--- src/rtl/core/assert_macros.svh ---
// Assertion helpers shared by the RTL files.
`ifndef ASSERT_MACROS_SVH
`define ASSERT_MACROS_SVH

`ifndef SYNTH
// Check an expression at every clock edge outside reset.
`define ASSERT_HOLDS(lbl, clk, rst, expr) \
   lbl: assert property (@(posedge clk) disable iff (rst) (expr)) \
      else $error("assertion failed");
// Check that a condition is followed by a consequence in the next cycle.
`define ASSERT_THEN(lbl, clk, rst, ante, cons) \
   lbl: assert property (@(posedge clk) disable iff (rst) (ante) |=> (cons)) \
      else $error("assertion failed");
`else
`define ASSERT_HOLDS(lbl, clk, rst, expr)
`define ASSERT_THEN(lbl, clk, rst, ante, cons)
`endif

`endif

--- src/rtl/core/dbtq_pkg.sv ---
package dbtq_pkg;

   localparam int unsigned BANK_DEPTH_DEF = 256;
   localparam int unsigned BYTE_W = 8;

   // Item function codes
   localparam logic FUNC_APPEND = 1'b0;
   localparam logic FUNC_TICK   = 1'b1;

   // Result fields other than the transmitted byte
   typedef struct packed {
      logic              tx_valid;
      logic              done_valid;
      logic [BYTE_W-1:0] done_count;
      logic              dropped;
      logic              busy_res;
      logic [BYTE_W-1:0] fill_level;
   } res_info_type;

endpackage

--- src/rtl/core/double_buffered_transmit_queue.sv ---
// Ping-pong transmit queue: two banks in one synchronous byte memory.
// An append or a tick that sends no byte shows its beat in the cycle after acceptance;
// a tick that sends a byte shows it after the registered memory read, its flags parked in ST_READ.
// Throughput: one item per cycle unless rsp_stall holds; a byte-sending tick stalls in ST_READ.
// Reset (synchronous, active high) clears counters, bank select, sending flag and output valid;
// the bank memory is not cleared, and no entry is read before it has been written.
`include "assert_macros.svh"

module double_buffered_transmit_queue #(
   parameter int unsigned BANK_DEPTH = dbtq_pkg::BANK_DEPTH_DEF
) (
   input  logic                           clock,
   input  logic                           reset,
   // request channel
   input  logic                           req_valid,
   output logic                           req_stall,
   input  logic                           req_func,
   input  logic [dbtq_pkg::BYTE_W-1:0]    req_data_byte,
   input  logic                           req_end_of_string,
   // response channel
   output logic                           rsp_valid,
   input  logic                           rsp_stall,
   output logic                           rsp_tx_valid,
   output logic [dbtq_pkg::BYTE_W-1:0]    rsp_tx_byte,
   output logic                           rsp_done_valid,
   output logic [dbtq_pkg::BYTE_W-1:0]    rsp_done_count,
   output logic                           rsp_dropped,
   output logic                           rsp_busy_res,
   output logic [dbtq_pkg::BYTE_W-1:0]    rsp_fill_level
);
   import dbtq_pkg::*;

   // One extra address bit selects the bank
   localparam int unsigned ADDR_W = $clog2(BANK_DEPTH) + 1;

   typedef enum logic [1:0] {
      ST_IDLE,
      ST_READ,
      ST_HOLD
   } state_type;

   state_type         state_ff;
   res_info_type      pend_ff;
   res_info_type      rsp_ff;
   logic [BYTE_W-1:0] rsp_tx_byte_ff;

   res_info_type      info;
   logic              req_accept;
   logic              wr_en, rd_en;
   logic [ADDR_W-1:0] wr_addr, rd_addr;
   logic [BYTE_W-1:0] wr_data, rd_data;

   // Take a beat when the output register is empty or being drained this cycle,
   // but never while a memory read is in flight.
   assign req_stall  = (state_ff == ST_READ) || ((state_ff == ST_HOLD) && rsp_stall);
   assign req_accept = req_valid && !req_stall;

   dbtq_ctrl #(
      .BANK_DEPTH (BANK_DEPTH)
   ) u_ctrl (
      .clock         (clock),
      .reset         (reset),
      .accept        (req_accept),
      .func          (req_func),
      .data_byte     (req_data_byte),
      .end_of_string (req_end_of_string),
      .info          (info),
      .wr_en         (wr_en),
      .wr_addr       (wr_addr),
      .wr_data       (wr_data),
      .rd_en         (rd_en),
      .rd_addr       (rd_addr)
   );

   dbtq_bank_ram #(
      .ADDR_W (ADDR_W)
   ) u_ram (
      .clock   (clock),
      .wr_en   (wr_en),
      .wr_addr (wr_addr),
      .wr_data (wr_data),
      .rd_en   (rd_en),
      .rd_addr (rd_addr),
      .rd_data (rd_data)
   );

   // Output sequencer: hold the result beat until the consumer takes it.
   always_ff @(posedge clock) begin
      if (reset) begin
         state_ff <= ST_IDLE;
      end else begin
         case (state_ff)
            ST_IDLE, ST_HOLD: begin
               if (req_accept) begin
                  if (info.tx_valid) begin
                     // park the flags until the byte comes back from memory
                     state_ff <= ST_READ;
                     pend_ff  <= info;
                  end else begin
                     state_ff       <= ST_HOLD;
                     rsp_ff         <= info;
                     rsp_tx_byte_ff <= '0;
                  end
               end else if ((state_ff == ST_HOLD) && !rsp_stall) begin
                  state_ff <= ST_IDLE;
               end
            end
            ST_READ: begin
               // merge the read byte with the parked flags
               state_ff       <= ST_HOLD;
               rsp_ff         <= pend_ff;
               rsp_tx_byte_ff <= rd_data;
            end
            default: begin
               state_ff <= ST_IDLE;
            end
         endcase
      end
   end

   assign rsp_valid      = (state_ff == ST_HOLD);
   assign rsp_tx_valid   = rsp_ff.tx_valid;
   assign rsp_tx_byte    = rsp_tx_byte_ff;
   assign rsp_done_valid = rsp_ff.done_valid;
   assign rsp_done_count = rsp_ff.done_count;
   assign rsp_dropped    = rsp_ff.dropped;
   assign rsp_busy_res   = rsp_ff.busy_res;
   assign rsp_fill_level = rsp_ff.fill_level;

   `ASSERT_THEN(a_read_parks, clock, reset, req_accept && info.tx_valid, state_ff == ST_READ && req_stall)
   `ASSERT_THEN(a_read_delivers, clock, reset, state_ff == ST_READ, rsp_valid && rsp_tx_valid)
   `ASSERT_HOLDS(a_tx_done_apart, clock, reset, !rsp_valid || !(rsp_tx_valid && rsp_done_valid))

endmodule

--- src/rtl/core/dbtq_bank_ram.sv ---
module dbtq_bank_ram #(
   parameter int unsigned ADDR_W = 9
) (
   input  logic                           clock,
   input  logic                           wr_en,
   input  logic [ADDR_W-1:0]              wr_addr,
   input  logic [dbtq_pkg::BYTE_W-1:0]    wr_data,
   input  logic                           rd_en,
   input  logic [ADDR_W-1:0]              rd_addr,
   output logic [dbtq_pkg::BYTE_W-1:0]    rd_data
);
   import dbtq_pkg::*;

   localparam int unsigned DEPTH = 1 << ADDR_W;

   logic [BYTE_W-1:0] mem [DEPTH];
   logic [BYTE_W-1:0] rd_data_ff;

   always_ff @(posedge clock) begin
      if (wr_en) begin
         mem[wr_addr] <= wr_data;
      end
      if (rd_en) begin
         rd_data_ff <= mem[rd_addr];
      end
   end

   assign rd_data = rd_data_ff;

endmodule

--- src/rtl/core/dbtq_ctrl.sv ---
`include "assert_macros.svh"

module dbtq_ctrl #(
   parameter int unsigned BANK_DEPTH = dbtq_pkg::BANK_DEPTH_DEF
) (
   input  logic                              clock,
   input  logic                              reset,
   input  logic                              accept,
   input  logic                              func,
   input  logic [dbtq_pkg::BYTE_W-1:0]       data_byte,
   input  logic                              end_of_string,
   output dbtq_pkg::res_info_type            info,
   output logic                              wr_en,
   output logic [$clog2(BANK_DEPTH):0]       wr_addr,
   output logic [dbtq_pkg::BYTE_W-1:0]       wr_data,
   output logic                              rd_en,
   output logic [$clog2(BANK_DEPTH):0]       rd_addr
);
   import dbtq_pkg::*;

   localparam int unsigned CNT_W = $clog2(BANK_DEPTH);
   localparam logic [CNT_W-1:0] FULL_MARK = CNT_W'(BANK_DEPTH - 1);

   logic             sel_ff, sel_in;
   logic [CNT_W-1:0] fill_cnt_ff, fill_cnt_in;
   logic [CNT_W-1:0] send_idx_ff, send_idx_in;
   logic [CNT_W-1:0] send_len_ff, send_len_in;
   logic             sending_ff, sending_in;

   logic             swap;
   logic             tx_flag, done_flag, drop_flag;
   logic [CNT_W+BYTE_W-1:0] fill_ext, done_ext;

   always_comb begin
      sel_in      = sel_ff;
      fill_cnt_in = fill_cnt_ff;
      send_idx_in = send_idx_ff;
      send_len_in = send_len_ff;
      sending_in  = sending_ff;
      swap        = 1'b0;
      tx_flag     = 1'b0;
      done_flag   = 1'b0;
      drop_flag   = 1'b0;
      wr_en       = 1'b0;
      rd_en       = 1'b0;
      if (accept) begin
         if (func == FUNC_APPEND) begin
            if (data_byte != '0) begin
               if (fill_cnt_ff < FULL_MARK) begin
                  wr_en       = 1'b1;
                  fill_cnt_in = fill_cnt_ff + CNT_W'(1);
               end else begin
                  drop_flag = 1'b1;
               end
            end
            if (end_of_string && !sending_ff) begin
               swap = 1'b1;
            end
         end else if (sending_ff) begin
            if (send_len_ff == '0) begin
               sending_in = 1'b0;
            end else if (send_idx_ff < send_len_ff) begin
               rd_en       = 1'b1;
               tx_flag     = 1'b1;
               send_idx_in = send_idx_ff + CNT_W'(1);
            end else begin
               done_flag  = 1'b1;
               sending_in = 1'b0;
               if (fill_cnt_ff != '0) begin
                  swap = 1'b1;
               end
            end
         end
         if (swap) begin
            sel_in      = ~sel_ff;
            send_len_in = fill_cnt_in;
            fill_cnt_in = '0;
            send_idx_in = '0;
            sending_in  = 1'b1;
         end
      end
   end

   // Report counts as their low byte
   assign fill_ext = {{BYTE_W{1'b0}}, fill_cnt_in};
   assign done_ext = {{BYTE_W{1'b0}}, send_len_ff};

   always_comb begin
      info            = '0;
      info.tx_valid   = tx_flag;
      info.done_valid = done_flag;
      info.done_count = done_flag ? done_ext[BYTE_W-1:0] : '0;
      info.dropped    = drop_flag;
      info.busy_res   = sending_in;
      info.fill_level = fill_ext[BYTE_W-1:0];
   end

   assign wr_addr = {sel_ff, fill_cnt_ff};
   assign wr_data = data_byte;
   assign rd_addr = {~sel_ff, send_idx_ff};

   always_ff @(posedge clock) begin
      if (reset) begin
         sel_ff      <= 1'b0;
         fill_cnt_ff <= '0;
         send_idx_ff <= '0;
         send_len_ff <= '0;
         sending_ff  <= 1'b0;
      end else begin
         sel_ff      <= sel_in;
         fill_cnt_ff <= fill_cnt_in;
         send_idx_ff <= send_idx_in;
         send_len_ff <= send_len_in;
         sending_ff  <= sending_in;
      end
   end

   `ASSERT_HOLDS(a_idx_within_len, clock, reset, send_idx_ff <= send_len_ff)
   `ASSERT_HOLDS(a_fill_bounded, clock, reset, fill_cnt_ff <= FULL_MARK)
   `ASSERT_THEN(a_swap_starts, clock, reset, swap, sending_ff && send_idx_ff == '0 && fill_cnt_ff == '0)

endmodule
--- config.mk ---
export PLATFORM = sky130hd
export DESIGN_NAME = double_buffered_transmit_queue
export DESIGN_NICKNAME = d
export VERILOG_FILES = /design/src/rtl/core/dbtq_pkg.sv /design/src/rtl/core/double_buffered_transmit_queue.sv /design/src/rtl/core/dbtq_bank_ram.sv /design/src/rtl/core/dbtq_ctrl.sv
export VERILOG_INCLUDE_DIRS = /design/src /design/src/rtl/core
export SDC_FILE = /design/constraint.sdc
export NUM_CORES = 2
export LEC_CHECK = 0
export ABC_AREA = 1
export BUFFER_PORTS_ARGS = -buffer_cell sky130_fd_sc_hd__buf_4
export CORE_MARGIN = 3
export CORE_UTILIZATION = 30
export DETAILED_ROUTE_END_ITERATION = 10
export PLACE_DENSITY = 0.54
export SETUP_SLACK_MARGIN = 0.1
export SLEW_MARGIN = 20
export SYNTH_ARGS = -nofsm -noshare
export SYNTH_HDL_FRONTEND = slang
export SYNTH_HIERARCHICAL = 1
export SYNTH_SLANG_ARGS = --single-unit
export TNS_END_PERCENT = 10
--- constraint.sdc ---
create_clock -name clock -period 9.4 [get_ports clock]
set_input_delay 0.47 -clock clock [delete_from_list [all_inputs] [get_ports clock]]
set_output_delay 0.47 -clock clock [all_outputs]
set_load 0.1 [all_outputs]
After elaboration in Yosys (flattened, before gate mapping) --
Memories as Yosys holds them, arrays and structs flattened. A register that Yosys moved wholly into a read port is not among the register bits. Index checks and enable logic that the tools add are counted.
Word-level totals: RAM bits 4096, output and inout port bits 30, logic and storage cells 102, flip-flop bits (word level) 75, memories 1
Cells by class: reduce and logical (&&, ||, !) cells 21, magnitude comparators 2, eq/ne operators 6, multiplexer cells 50, add/sub/neg operators 2, bitwise gates (word level) 2
Memories:
- u_ram.mem | words 512, bits a word 8, rd ports 1, clocked after Yosys merged registers in 1, wr ports 1, RTL line dbtq_bank_ram.sv:16 | logic [BYTE_W-1:0] mem [DEPTH];
Operator list (count):
- 8-bit 2-to-1 mux | 13
- 20-bit 2-to-1 mux | 2
- 20-bit one-hot mux with 2 select lines | 1
- 1-bit 2-to-1 mux | 29
- 8-bit by 1-bit adder with 8-bit output, second input constant | 2
- 8-bit one-hot mux with 2 select lines | 1
- 8-bit nonzero test | 2
- 8-bit logical NOT | 1
- 8-bit < comparator | 1
- 8-bit < comparator, second input constant | 1
- 4-bit AND reduction | 2
- 2-bit nonzero test | 4
- 2-bit 2-to-1 mux | 3
- 2-bit inequality test, second input constant | 3
- 5-bit AND reduction | 1
- 1-bit logical AND | 4
- 2-bit one-hot mux with 2 select lines | 1
- 1-bit logical NOT | 3
- 3-bit inequality test, second input constant | 1
- 2-bit by 1-bit == test with 1-bit output, second input constant | 1
- 2-bit == test, second input constant | 1
- 2-bit logical NOT | 1
- 1-bit inverter | 2
- 2-bit AND reduction | 1
- 2 further kinds | 2

Depth between registers and ports, before layout --
depth after elaboration 12, mapped depth 16, depth with buffers taken out 15

By module --
Netlist, hierarchy kept.
By module, submodules not included:
- dbtq_bank_ram | instances 1, area an instance 166808.7 um^2, cells an instance 13891
- dbtq_ctrl | instances 1, area an instance 2024.4 um^2, cells an instance 309
- double_buffered_transmit_queue | instances 1, area an instance 1856.8 um^2, cells an instance 148

Worst setup path before layout --
Ideal clock, no wire load.
path kind reg-to-reg, start register u_ctrl.send_idx_ff[3], end register pend_ff[0] (netlist name), enable pin, cell stages (with the launch flop) 10, path slack 5.625 ns, arrival 3.356 ns, buffers on the path 1, period minus slack after synthesis 3.775 ns, setup time 0.419 ns, path through dfxtp_1 > ha_1 > a21oi_1 > nand2_1 > nand2_2 > nand2_4 > nor3_1 > buf_4 > nand2_1 > nor3_1
On the way: cells in the longest elaborated chain, start to end 7
Ends and longest elaborated chain:
- from (decl) | RTL line dbtq_ctrl.sv:26 | logic [CNT_W-1:0] send_idx_ff, send_idx_in;
- from (signal assigned) | RTL line dbtq_ctrl.sv:112 | send_idx_ff <= send_idx_in;
- 8-bit < comparator | RTL line dbtq_ctrl.sv:62 | end else if (send_idx_ff < send_len_ff) begin
- 1-bit 2-to-1 mux (5 in a row)
- via rd_en | RTL line double_buffered_transmit_queue.sv:49 | logic wr_en, rd_en;
- 4-bit AND reduction (no source line)
- to (signal assigned) | RTL line double_buffered_transmit_queue.sv:98 | pend_ff <= info;
- to (decl) | RTL line double_buffered_transmit_queue.sv:43 | res_info_type pend_ff;
The timed path passes the listed nets, and every way through them passes these cells. A chain may end at the register's enable or synchronous reset.

Worst setup path after layout --
start register state_ff[1], end memory u_ram.mem[507][0], enable pin
On the way: cells in the longest elaborated chain, start to end 8, elaborated cells on any way between the ends 9, classes of those cells eq/ne: 2; mux: 3; reduce/logical: 4
Ends and longest elaborated chain:
- from (decl) | RTL line double_buffered_transmit_queue.sv:42 | state_type state_ff;
- from (signal assigned) | RTL line double_buffered_transmit_queue.sv:90 | state_ff <= ST_IDLE;
- from (signal assigned) | RTL line double_buffered_transmit_queue.sv:97 | state_ff <= ST_READ;
- from (signal assigned) | RTL line double_buffered_transmit_queue.sv:100 | state_ff <= ST_HOLD;
- 2-bit == test | RTL line double_buffered_transmit_queue.sv:55 | assign req_stall = (state_ff == ST_READ) || ((state_ff == ST_HOLD) && rsp_stall);
- 1-bit logical AND | RTL line double_buffered_transmit_queue.sv:55
- 1-bit logical OR (*) | RTL line double_buffered_transmit_queue.sv:55
- 1-bit logical NOT (*) | RTL line double_buffered_transmit_queue.sv:56 | assign req_accept = req_valid && !req_stall;
- 1-bit logical AND (*) | RTL line double_buffered_transmit_queue.sv:56
- via req_accept | RTL line double_buffered_transmit_queue.sv:48 | logic req_accept;
- 1-bit 2-to-1 mux (*) | RTL line dbtq_ctrl.sv:46 | if (accept) begin
- via wr_en | RTL line double_buffered_transmit_queue.sv:49
- 1-bit 2-to-1 mux (*) | RTL line dbtq_bank_ram.sv:20 | if (wr_en) begin
- 1-bit 2-to-1 mux (implied by the code) (*) | RTL line dbtq_bank_ram.sv:21 | mem[wr_addr] <= wr_data;
- to (decl) | RTL line dbtq_bank_ram.sv:16
The timed path passes the listed nets; every way through them passes the cells marked *.

==> run metrics <==
result of the run complete, no violations; RSZ-0062 raised after global routing false; time the final worst path needs with I/O delays and setup 4.90 ns; slew at the pin closest to its max-slew limit 1.27 ns; Total Routed Length 498 mm; WL per Instance 22.8 um; leading cell type in the layout, fill and taps excluded nand2_1; endpoint of the lowest-slack register-to-register path u_ram/mem[507][0]; Inserted Clock Buffers 417; DIE HEIGHT 760 um; worst-case setup slack after placement 3.83 ns; count of nets after finishing 14015; power density over the cells 210 nW/um2; clk_lat worst skew 1.01 ns; area share of the largest cell type after synthesis 0.730; share of the cycle needed by the critical path after routing 0.521; number of nets produced by synthesis 14372; cell row count 276; global-route usage over all layers 0.166; Remaining DRCs 0; number of enable-type register cells in the synthesized netlist 4151; share of cells above drive strength 1 0.0618; fin. max-slew vios 0; portion of the post-synthesis area used by sequential elements 0.734; Core ar. 566000 um2; clock tree root driver cell clkbuf_16; global-route wire length before repair 728 mm; clock tree from TritonCTS built; worst endpoint required time 10.04 ns; clock input transition at the sequential cells of the worst setup and hold paths 0.06 ns; Min-Delay Endpoint u_ctrl/send_len_ff[1]; Worst Reg-to-Reg Cells 11; Lkg Pwr 63.8 nW; worst hold path cell count 6; top library cells by usage in the layout, fill and taps aside 4285 x nand2_1, 4151 x edfxtp_1, 4097 x nand3_1; first-pass iteration count of the detailed router 7; final setup skew 0.0403 ns; Area growth, synth to finish 11.6%; total negative slack 0 ns; MaxCap Viol Count 0; startpoint-to-endpoint class of the critical path reg -> reg; endpoints failing setup 0; placer congestion estimate 0.841; register-to-register setup slack 4.50 ns; Detailed Place HPWL 274 mm; filler-free cell count of the finished design 21847; H-tree depth reported by CTS 5; highest clock rate 0.204 GHz; min-delay worst type in -> reg; Detail Route Antenna Nets 0; crit path capture type flip-flop; post-synthesis instance total 14348; post-synthesis async set-or-reset flop share 0; Max Root-Sink Buffers 4; die span in x 760 um; mapped cell area 171000 um2; Max-slew headroom 0.154; final hold violations 0; slack of the critical path 4.50 ns; Final Hold Slack 0.157 ns; CP arrival 5.54 ns; Filler Cell Count 55778; Cell variety after synth 38; number of antenna violations at the first check in global routing 17; Yosys warning count 6; I/O pin cnt 44; vias in the first global route 105923; hold path startpoint req_end_of_string; peak ir drop on the vdd network 0.152 mV; flip-flop and latch count after synthesis 4179; most common flop cell mapped by yosys edfxtp_1; maximum number of pins on one net before global-route repair 224; Congestion Overflow GR 0; cell type with the largest total area after synthesis edfxtp_1; reg2reg start state_ff[1]; syn avg cell area 11.9 um2; die outline area 578000 um2; drt via density 5.05; number of port buffers 43; initial cell density of the core 0.302; number of DRC markers in iteration 0 12039; total clock sinks 4179; placed cell count 21063; Setup crit start kind flip-flop; ranking of synthesized cells by area edfxtp_1 73%, nand3_1 12%, nand2_1 9.5%; routed vias 110387; CP Max Fanout 31
-- critical path, stage by stage, from the launching register on --
cell     delay (ns)
dfxtp_1        0.34
inv_1          0.07
nand2_2        0.44
nand3_2        0.17
inv_1          0.26
inv_1          0.31
nor2_1         0.32
inv_1          0.13
nor3_2         0.53
nand2_4        0.63
buf_4          0.61
nor2_1         0.66
-- flip-flops by register name (all words and copies together) (netlist names) --
| name | cells |
|---|---|
| u_ctrl/fill_cnt_ff | 8 |
| rsp_fill_level | 8 |
| pend_ff | 19 |
| u_ctrl/sending_ff | 1 |
| u_ctrl/send_idx_ff | 8 |
| u_ctrl/send_len_ff | 8 |
| u_ctrl/sel_ff | 1 |
| u_ram/rd_data | 8 |
| state_ff | 2 |
| rsp_done_count | 8 |
| rsp_dropped | 1 |
| rsp_busy_res | 1 |
| rsp_done_valid | 1 |
| rsp_tx_byte | 8 |
| rsp_tx_valid | 1 |
| u_ram/mem | 4096 |
-- synthesized netlist by cell type (all sizes together), types with 2 or more instances --
cell type     n
o21ai        10
dfxtp        28
nand2      4311
nand4        10
edfxtp     4151
nand3      4100
clkbuf      186
ha           10
xnor2         2
xor2          4
a21oi        25
nor3         18
nor2        574
buf         824
inv          89
-- metal layers --
metal | vias to the layer above | wire length (um) | global-route usage
met3 | 823 | 35000 | 0.0238
met4 | 14 | 16700 | 0.0536
met1 | 55215 | 214000 | 0.230
li1 | 50264 | - | -
met5 | - | 81 | 0
met2 | 4071 | 233000 | 0.268
-- report_power, final --
group          switching (mW)  internal, mW
clock network            7.09          9.54
registers              0.0314          20.5
logic                    2.25         0.651
-- worst max path at each step --
stage | endpoint | startpoint
CTS | u_ram/mem[507][3] | state_ff[1]
global placement | u_ram/mem[507][5] | req_data_byte[4]
detailed placement | u_ram/mem[507][5] | req_data_byte[4]
finish | u_ram/mem[507][0] | state_ff[1]
global route | u_ram/mem[507][0] | state_ff[1]
floorplan | pend_ff[0] | u_ctrl/send_idx_ff[3]
-- stage by stage --
step / area (um2) / util / total power, mW
after floorplan: 171000 / - / 22.8
after global placement: 177000 / 0.312 / 23.8
after detailed placement: 177000 / 0.312 / 23.8
after CTS: 190000 / 0.336 / 40.4
after global routing: 190000 / 0.336 / 41.3
final: 190000 / 0.336 / 40.1
-- cell type report --
type                    count  area (um2)  share of cell area
clock buffers             511       11000              0.0579
repair buffers            234        2240              0.0118
diodes                      3        7.51           0.0000394
well taps                7506        9390              0.0493
flip-flops and latches   4179      125000               0.658
clock inverters           255        2460              0.0129
multi-input cells        9070       39700               0.208
inverters                  89         390             0.00205
-- kinds of logic (layout without fill, tap and decap cells) --
kind of cell,count (synthesis),in the layout,synth area share
xor gates and xnor gates,6,6,0.000308
and+or+nand+nor,9015,9015,0.229
adders and majority gates,10,10,0.000733
buffers and inverters,1099,1089,0.0348
other,0,3,0
AOI/OAI and AO/OA,39,39,0.00141
DFF,4179,4179,0.734
-- timing repair --
action	4_1_cts	5_1_grt
setup buffers	0	0
hold buffers	15	0
endpoints found under the hold margin	314	0
setup endpoints to repair	0	0
resized for setup	0	0
Power figures use the tool's default switching activity.
